## config.mk

```make
export PLATFORM = sky130hd
export DESIGN_NAME = bounded_deque_with_insert
export DESIGN_NICKNAME = d
export VERILOG_FILES = /design/src/hw/rtl/deq_pkg.sv /design/src/hw/rtl/deq_front.sv /design/src/hw/rtl/deq_back.sv /design/src/hw/rtl/bounded_deque_with_insert.sv
export SDC_FILE = /design/constraint.sdc
export NUM_CORES = 1
export LEC_CHECK = 0
export BUFFER_PORTS_ARGS = -buffer_cell sky130_fd_sc_hd__buf_2
export CAP_MARGIN = 10
export CORE_AREA = 2 2 253 255
export DETAILED_ROUTE_END_ITERATION = 7
export DIE_AREA = 0 0 255 257
export HOLD_SLACK_MARGIN = 0.15
export PLACE_DENSITY_LB_ADDON = 0.2
export SYNTH_ARGS = -nofsm -noshare
export SYNTH_HDL_FRONTEND = slang
export SYNTH_SLANG_ARGS = --single-unit
```

## constraint.sdc

```tcl
create_clock -name clock -period 9.05 [get_ports clock]
set_input_delay 1.3575 -clock clock [delete_from_list [all_inputs] [get_ports clock]]
set_output_delay 1.3575 -clock clock [all_outputs]
set_load 0.02 [all_outputs]
```

## src/hw/rtl/deq_pkg.sv

```systemverilog
// Shared types and codes for the bounded deque with insert.
// Holds the request, response and internal command formats.
// No dependencies; every other file imports this package.
package deq_pkg;

   // number of storage slots; the index and fill field widths are sized for it
   localparam int DEPTH   = 16;

   localparam int FUNC_W  = 3;
   localparam int DATA_W  = 32;
   localparam int IDX_W   = 4;
   localparam int FILL_W  = 5;

   typedef enum logic [1:0] {
      ST_OK    = 2'd0,
      ST_EMPTY = 2'd1,
      ST_FULL  = 2'd2,
      ST_RANGE = 2'd3
   } status_type;

   typedef enum logic [2:0] {
      OP_PUSH_BACK  = 3'd0,
      OP_PUSH_FRONT = 3'd1,
      OP_POP_BACK   = 3'd2,
      OP_POP_FRONT  = 3'd3,
      OP_READ       = 3'd4,
      OP_INSERT     = 3'd5,
      OP_NOP        = 3'd6
   } op_type;

   typedef struct packed {
      logic [FUNC_W-1:0]        func;
      logic signed [DATA_W-1:0] value;
      logic [IDX_W-1:0]         index;
   } req_type;

   typedef struct packed {
      logic signed [DATA_W-1:0] data_out;
      logic [1:0]               status;
      logic [FILL_W-1:0]        fill;
   } rsp_type;

   typedef struct packed {
      op_type                   op;
      logic signed [DATA_W-1:0] value;
      logic [IDX_W-1:0]         index;
   } cmd_type;

endpackage

```

## src/hw/rtl/deq_front.sv

```systemverilog
// Front end: accepts requests, decodes the function code into a command
// and holds up to two commands for the back end. Depends on deq_pkg.
module deq_front
   import deq_pkg::*;
(
   input  logic    clock,
   input  logic    reset,
   input  logic    req_push,
   output logic    req_full,
   input  req_type req_data,
   output logic    cmd_valid,
   output cmd_type cmd,
   input  logic    cmd_take
);

   cmd_type    q_ff [2];
   cmd_type    q_in;
   logic       wr_ptr_ff, wr_ptr_in;
   logic       rd_ptr_ff, rd_ptr_in;
   logic [1:0] count_ff, count_in;
   logic       accept;
   logic       take;
   op_type     op_dec;

   always_comb begin
      case (req_data.func)
         OP_PUSH_BACK:  op_dec = OP_PUSH_BACK;
         OP_PUSH_FRONT: op_dec = OP_PUSH_FRONT;
         OP_POP_BACK:   op_dec = OP_POP_BACK;
         OP_POP_FRONT:  op_dec = OP_POP_FRONT;
         OP_READ:       op_dec = OP_READ;
         OP_INSERT:     op_dec = OP_INSERT;
         default:       op_dec = OP_NOP;
      endcase
   end

   assign req_full  = (count_ff == 2'd2);
   assign cmd_valid = (count_ff != 2'd0);
   assign cmd       = q_ff[rd_ptr_ff];
   assign accept    = req_push && !req_full;
   assign take      = cmd_take && cmd_valid;

   always_comb begin
      q_in       = '{op: op_dec, value: req_data.value, index: req_data.index};
      wr_ptr_in  = accept ? ~wr_ptr_ff : wr_ptr_ff;
      rd_ptr_in  = take ? ~rd_ptr_ff : rd_ptr_ff;
      count_in   = count_ff + {1'b0, accept} - {1'b0, take};
   end

   always_ff @(posedge clock) begin
      if (reset) begin
         wr_ptr_ff <= 1'b0;
         rd_ptr_ff <= 1'b0;
         count_ff  <= 2'd0;
      end else begin
         wr_ptr_ff <= wr_ptr_in;
         rd_ptr_ff <= rd_ptr_in;
         count_ff  <= count_in;
      end
   end

   always_ff @(posedge clock) begin
      if (accept) begin
         q_ff[wr_ptr_ff] <= q_in;
      end
   end

   assert property (@(posedge clock) disable iff (reset) count_ff != 2'd3)
      else $error("command queue count overflow");

endmodule

```

## src/hw/rtl/deq_back.sv

```systemverilog
// Back end: ring storage, front pointer and fill count, the sequencer that
// carries out commands (including the slot-by-slot shift of an insert)
// and the response register. Depends on deq_pkg.
module deq_back
   import deq_pkg::*;
(
   input  logic    clock,
   input  logic    reset,
   input  logic    cmd_valid,
   input  cmd_type cmd,
   output logic    cmd_take,
   output logic    rsp_valid,
   output rsp_type rsp,
   input  logic    rsp_pop
);

   localparam int AW = $clog2(DEPTH);
   localparam int OW = $clog2(DEPTH + 1);
   localparam int PW = OW + 1;
   localparam int XW = (OW > IDX_W) ? OW : IDX_W;

   typedef enum logic [4:0] {
      S_IDLE  = 5'b00001,
      S_READ  = 5'b00010,
      S_SHRD  = 5'b00100,
      S_SHWR  = 5'b01000,
      S_INSWR = 5'b10000
   } state_type;

   function automatic logic [AW-1:0] slot_of(input logic [AW-1:0] base,
                                             input logic [OW-1:0] pos);
      logic [PW-1:0] s;
      s = PW'(base) + PW'(pos);
      if (s >= PW'(DEPTH)) begin
         s = s - PW'(DEPTH);
      end
      return AW'(s);
   endfunction

   logic [DATA_W-1:0] slots_mem [DEPTH];
   logic [DATA_W-1:0] rd_data_ff;

   state_type         state_ff, state_in;
   logic [AW-1:0]     front_ff, front_in;
   logic [OW-1:0]     occ_ff, occ_in;
   logic [OW-1:0]     k_ff, k_in;
   logic [OW-1:0]     idx1_ff, idx1_in;
   logic [DATA_W-1:0] val_ff, val_in;
   logic              rsp_valid_ff, rsp_valid_in;
   rsp_type           rsp_ff, rsp_in;

   logic              re, we;
   logic [AW-1:0]     raddr, waddr;
   logic [DATA_W-1:0] wdata;
   logic              start;
   logic              is_full, is_empty, out_of_range;
   logic [OW-1:0]     k_dec;

   assign start        = (state_ff == S_IDLE) && cmd_valid && (!rsp_valid_ff || rsp_pop);
   assign is_full      = (occ_ff == OW'(DEPTH));
   assign is_empty     = (occ_ff == '0);
   assign out_of_range = (XW'(cmd.index) >= XW'(occ_ff));
   assign k_dec        = k_ff - OW'(1);

   always_comb begin
      state_in     = state_ff;
      front_in     = front_ff;
      occ_in       = occ_ff;
      k_in         = k_ff;
      idx1_in      = idx1_ff;
      val_in       = val_ff;
      rsp_valid_in = rsp_valid_ff && !rsp_pop;
      rsp_in       = rsp_ff;
      re           = 1'b0;
      we           = 1'b0;
      raddr        = front_ff;
      waddr        = front_ff;
      wdata        = cmd.value;
      cmd_take     = 1'b0;

      case (state_ff)
         S_IDLE: begin
            if (start) begin
               cmd_take     = 1'b1;
               rsp_valid_in = 1'b1;
               rsp_in       = '{data_out: '0, status: ST_OK, fill: FILL_W'(occ_ff)};
               case (cmd.op)
                  OP_PUSH_BACK: begin
                     if (is_full) begin
                        rsp_in.status = ST_FULL;
                     end else begin
                        we          = 1'b1;
                        waddr       = slot_of(front_ff, occ_ff);
                        occ_in      = occ_ff + OW'(1);
                        rsp_in.fill = FILL_W'(occ_in);
                     end
                  end
                  OP_PUSH_FRONT: begin
                     if (is_full) begin
                        rsp_in.status = ST_FULL;
                     end else begin
                        front_in    = (front_ff == '0) ? AW'(DEPTH - 1) : front_ff - AW'(1);
                        we          = 1'b1;
                        waddr       = front_in;
                        occ_in      = occ_ff + OW'(1);
                        rsp_in.fill = FILL_W'(occ_in);
                     end
                  end
                  OP_POP_BACK: begin
                     if (is_empty) begin
                        rsp_in.status = ST_EMPTY;
                     end else begin
                        re           = 1'b1;
                        raddr        = slot_of(front_ff, occ_ff - OW'(1));
                        occ_in       = occ_ff - OW'(1);
                        rsp_valid_in = 1'b0;
                        state_in     = S_READ;
                     end
                  end
                  OP_POP_FRONT: begin
                     if (is_empty) begin
                        rsp_in.status = ST_EMPTY;
                     end else begin
                        re           = 1'b1;
                        raddr        = front_ff;
                        front_in     = slot_of(front_ff, OW'(1));
                        occ_in       = occ_ff - OW'(1);
                        rsp_valid_in = 1'b0;
                        state_in     = S_READ;
                     end
                  end
                  OP_READ: begin
                     if (is_empty) begin
                        rsp_in.status = ST_EMPTY;
                     end else if (out_of_range) begin
                        rsp_in.status = ST_RANGE;
                     end else begin
                        re           = 1'b1;
                        raddr        = slot_of(front_ff, OW'(cmd.index));
                        rsp_valid_in = 1'b0;
                        state_in     = S_READ;
                     end
                  end
                  OP_INSERT: begin
                     if (is_full) begin
                        rsp_in.status = ST_FULL;
                     end else if (is_empty) begin
                        rsp_in.status = ST_EMPTY;
                     end else if (out_of_range) begin
                        rsp_in.status = ST_RANGE;
                     end else begin
                        k_in         = occ_ff;
                        idx1_in      = OW'(cmd.index) + OW'(1);
                        val_in       = cmd.value;
                        rsp_valid_in = 1'b0;
                        state_in     = (occ_ff > idx1_in) ? S_SHRD : S_INSWR;
                     end
                  end
                  default: begin
                  end
               endcase
            end
         end
         S_READ: begin
            rsp_valid_in = 1'b1;
            rsp_in       = '{data_out: rd_data_ff, status: ST_OK, fill: FILL_W'(occ_ff)};
            state_in     = S_IDLE;
         end
         S_SHRD: begin
            re       = 1'b1;
            raddr    = slot_of(front_ff, k_dec);
            state_in = S_SHWR;
         end
         S_SHWR: begin
            // move one value a slot toward the back
            we       = 1'b1;
            waddr    = slot_of(front_ff, k_ff);
            wdata    = rd_data_ff;
            k_in     = k_dec;
            state_in = (k_dec > idx1_ff) ? S_SHRD : S_INSWR;
         end
         S_INSWR: begin
            we           = 1'b1;
            waddr        = slot_of(front_ff, idx1_ff);
            wdata        = val_ff;
            occ_in       = occ_ff + OW'(1);
            rsp_valid_in = 1'b1;
            rsp_in       = '{data_out: '0, status: ST_OK, fill: FILL_W'(occ_in)};
            state_in     = S_IDLE;
         end
         default: begin
            state_in = S_IDLE;
         end
      endcase
   end

   always_ff @(posedge clock) begin
      if (reset) begin
         state_ff     <= S_IDLE;
         front_ff     <= '0;
         occ_ff       <= '0;
         rsp_valid_ff <= 1'b0;
      end else begin
         state_ff     <= state_in;
         front_ff     <= front_in;
         occ_ff       <= occ_in;
         rsp_valid_ff <= rsp_valid_in;
      end
   end

   always_ff @(posedge clock) begin
      k_ff    <= k_in;
      idx1_ff <= idx1_in;
      val_ff  <= val_in;
      rsp_ff  <= rsp_in;
   end

   always_ff @(posedge clock) begin
      if (we) begin
         slots_mem[waddr] <= wdata;
      end
      if (re) begin
         rd_data_ff <= slots_mem[raddr];
      end
   end

   assign rsp_valid = rsp_valid_ff;
   assign rsp       = rsp_ff;

   assert property (@(posedge clock) disable iff (reset) occ_ff <= OW'(DEPTH))
      else $error("fill count exceeds depth");

   assert property (@(posedge clock) disable iff (reset)
      (state_ff != S_IDLE) |-> !rsp_valid_ff)
      else $error("response register busy while a command is in flight");

   assert property (@(posedge clock) disable iff (reset)
      (state_ff == S_SHWR) |-> (k_ff > idx1_ff))
      else $error("insert shift ran past the insert position");

   assert property (@(posedge clock) disable iff (reset) !(re && we))
      else $error("storage read and write in the same cycle");

endmodule

```

## src/hw/rtl/bounded_deque_with_insert.sv

```systemverilog
// Bounded deque of signed 32-bit values with indexed read and insert-after.
// Each command passes through the front-end queue and then the back-end sequencer; pop and
// read add the S_READ state, and an insert adds S_SHRD and S_SHWR per shifted value, then S_INSWR.
// Push, error and no-op commands are taken at one command per cycle while responses are
// popped; the back end takes no new command until a pop, read or insert is through.
// Reset clears pointers, fill count and queues; stored values are not cleared.
module bounded_deque_with_insert
   import deq_pkg::*;
(
   input  logic    clock,
   input  logic    reset,
   input  logic    req_push,
   output logic    req_full,
   input  req_type req_data,
   output logic    rsp_empty,
   input  logic    rsp_pop,
   output rsp_type rsp_data
);

   logic    cmd_valid;
   cmd_type cmd;
   logic    cmd_take;
   logic    rsp_valid;

   deq_front u_front (
      .clock     (clock),
      .reset     (reset),
      .req_push  (req_push),
      .req_full  (req_full),
      .req_data  (req_data),
      .cmd_valid (cmd_valid),
      .cmd       (cmd),
      .cmd_take  (cmd_take)
   );

   deq_back u_back (
      .clock     (clock),
      .reset     (reset),
      .cmd_valid (cmd_valid),
      .cmd       (cmd),
      .cmd_take  (cmd_take),
      .rsp_valid (rsp_valid),
      .rsp       (rsp_data),
      .rsp_pop   (rsp_pop)
   );

   assign rsp_empty = !rsp_valid;

endmodule

```

==> impl_results.md <==
- Routability cong.: 0.9003
- DP Area: 31780 um2
- RSZ-0062 raised after global routing: false
- Worst Path Arrival: 6.33 ns
- Worst Max-Slew Pin Slew: 1.177 ns
- Fill cells: 5001
- Vias: 18535
- Nets: 2236
- Post-CTS Resized: 0
- Hpwl dp: 41340 um
- Post-CTS Setup Bufs: 0
- Post-DR wirelength/cell: 24.92 um
- Crit-path slowest cell: dfxtp_2
- Worst skew pair latency: 0.62 ns
- Synth top area share: 69.30%
- CTS sink count: 723
- Die Ht: 257 um
- Largest net degree at the start of global routing: 129
- Htree depth: 3
- Worst EP required: 9.42 ns
- Hold-fix buffers, CTS: 0
- Register Area: 21510 um2
- Fin crit share: 65.89%
- Startpoint Class: flip-flop
- Initial antenna violation count: 0
- Ant. Diodes: 0
- Root Buffer: clkbuf_16
- DR vias/cell: 6.067
- Syn Std Cell Area: 30460 um2
- Worst hold start: u_back.rd_data_ff[31]
- Tmin final: 5.963 ns
- Total Routing Usage GR: 23.31%
- Yosys Warn Count: 0
- Port bufs: 83
- Cells after Synth: 2104
- Remaining DRCs: 0
- Final setup viols: 0
- Synth async-reset ratio: 0%
- Max-cap violations: 0
- Status: finished, final reports clean
- Mapped Avg Cell Area: 14.48 um2
- CTS buffer count: 73
- Seq/Total Area, Yosys: 70.62%
- Max Clk Rate: 167.7 MHz
- Synth unique cells: 82
- Most frequent cell on the critical path: buf_4
- DRT Wirelength: 76140 um
- Layout Skew: 0.02032 ns
- Initial core utilization: 48.56%
- Leak: 11.33 nW
- Max-slew violation count: 0
- PwrDens: 293.1 nW/um2
- First drt pass iteration count: 5
- 1st-iter DRT viols: 1748
- Post-synth EDFFs: 703
- Worst vdd ir: 0.1784 mV
- CTS Buffer Depth: 3
- Num rows: 92
- Crit-path cells: mux2i_1 -> inv_1 -> ha_1 -> or3_1 -> o221ai_2 -> o221a_4 -> a211o_2 -> buf_4 -> nand2_8 -> buf_4 -> a2111oi_0 -> nor4_1 -> o2111a_1
- Placed cell count: 2921
- Area delta synth->final: 12.26%
- Clock-pin slew on the worst setup and hold paths: 0.06 ns
- Type of destination of the critical path: flip-flop
- Relative slew slack: 21.50%
- Worst Setup Path Type: flip-flop to flip-flop
- Hold/Removal Path Class: flip-flop to flip-flop
- Yosys reg bits: 723
- Main synth FF type: edfxtp_1
- First-pass GRT wire length: 114800 um
- Die area: 65540 um2
- Antenna viol nets, final: 0
- Die Wd: 255 um
- Max FO, Critical Path: 128
- I/O pins: 84
- Leading area contributor after synthesis: edfxtp_1
- Vias in the first global route: 18460
- Syn_nets: 2190
- Multi-input gate area: 8328 um2
- Post-Layout Cell Count: 3055
- Share of post-route cells with drive strength above 1: 14.89%
- TritonCTS clock tree: done
- Final hold vios: 0
- TNS Setup: 0 ns
- GR Overflow Total: 0
- Final instance area: 34200 um2
- Core outline area: 62740 um2
- Ranking of synthesized cells by area: edfxtp_1 69%, a2111oi_0 3.7%, nand2_1 3.6%, and3_1 2.8%, ha_1 1.6%
- Max incr delay on CP: 0.83 ns
## sequential cells by signal (all words and copies together) (netlist names), 5 cells and up, named ones only
signal and cells:
u_back.state_ff 5, u_front.q_ff 78, u_back.k_ff 5, u_back.slots_mem 512, u_back.rd_data_ff 32, u_back.rsp 39
u_back.val_ff 32, u_back.occ_ff 5, u_back.idx1_ff 5
## critical path: cells and delay by family (launching register included)
kind                     cells  cell delay, ns
AO/OA/AOI/OAI                5            1.58
buffers and inverters        3            1.27
multiplexers                 1            0.52
flip-flops                   1            0.83
AND/OR/NAND/NOR              3            1.16
adder cells (fa/ha/maj)      1            0.23
## layout by cell type, fill, tap and decap left out, types with 18 or more instances in the layout
cell,n
nor4_1,35
and3_1,137
o21ai_0,32
xnor2_1,22
nor2_1,28
nor2_4,21
buf_4,43
inv_1,36
mux2i_1,40
dfxtp_1,19
mux2_2,33
a32oi_1,33
a2111oi_0,128
and2_1,35
nand2_1,291
nand4_1,67
ha_1,38
a22oi_1,34
o2111a_1,32
clkinv_1,18
a21oi_1,26
buf_2,83
clkbuf_16,75
edfxtp_1,703
## power by group
| group | switching [mW] | internal [mW] | total, mW |
|---|---|---|---|
| Combinational | 1.79 | 0.806 | 2.60 |
| Clock | 1.28 | 1.78 | 3.06 |
| Sequential | 0.126 | 4.24 | 4.36 |
## per-layer routing
layer | routed length (um) | vias up | track usage (%)
met5 | 0 | - | 0
li1 | - | 8403 | -
met2 | 36310 | 649 | 37.02
met4 | 1656 | 0 | 6.953
met3 | 5044 | 111 | 3.935
met1 | 33120 | 9372 | 33.06
## kinds of logic after synthesis
family | share of synthesized area [%]
buffers and inverters | 2.855
DFF | 70.62
adders and majority gates | 1.889
AOI/OAI and AO/OA | 9.398
and+or+nand+nor | 11.85
muxes | 2.534
xor gates and xnor gates | 0.8626
## cells in the mapped netlist (all sizes together), types with 12 or more instances
master   number
edfxtp      703
nand2       293
and3        138
a2111oi     128
clkbuf      105
nand4        68
buf          50
nor2         49
mux2i        40
ha           38
nor4         38
and2         37
inv          37
o21ai        35
a22oi        34
a32oi        34
mux2         33
o2111a       32
a21oi        28
xnor2        22
dfxtp        20
nand2b       14
nor3         14
nand3        12
## cell type report
cell class                      instances  share of cell area, %
Sequential cell                       723                  62.91
Multi-Input combinational cell       1189                  24.35
Clock buffer                           84                  5.587
Tap cell                              846                  3.095
Timing Repair Buffer                  126                  2.159
Clock inverter                         50                  1.485
Inverter                               37                 0.4135
## final timing paths
kind                           endpoint  slack [ns]  cells past startpoint
setup / recovery  u_back.rd_data_ff[23]        3.09                     13
hold reg to reg          u_back.rsp[38]        0.56                      1
setup reg to reg  u_back.rd_data_ff[23]        3.09                     13
hold / removal           u_back.rsp[38]        0.56                      1
## stage by stage
stage / setup WS [ns] / hold slack (ns) / power [mW] / util [%]
floorplan: 2.063 / 0.4803 / 6.171 / -
global placement: 3.366 / 0.5264 / 6.963 / 50.65
detailed placement: 3.182 / 0.5424 / 7.022 / 50.65
CTS: 3.167 / 0.5572 / 10.09 / 54.51
global route: 2.693 / 0.5866 / 10.47 / 54.51
finish: 3.087 / 0.5587 / 10.02 / 54.51
No activity file was read; power rests on OpenSTA's default activity.
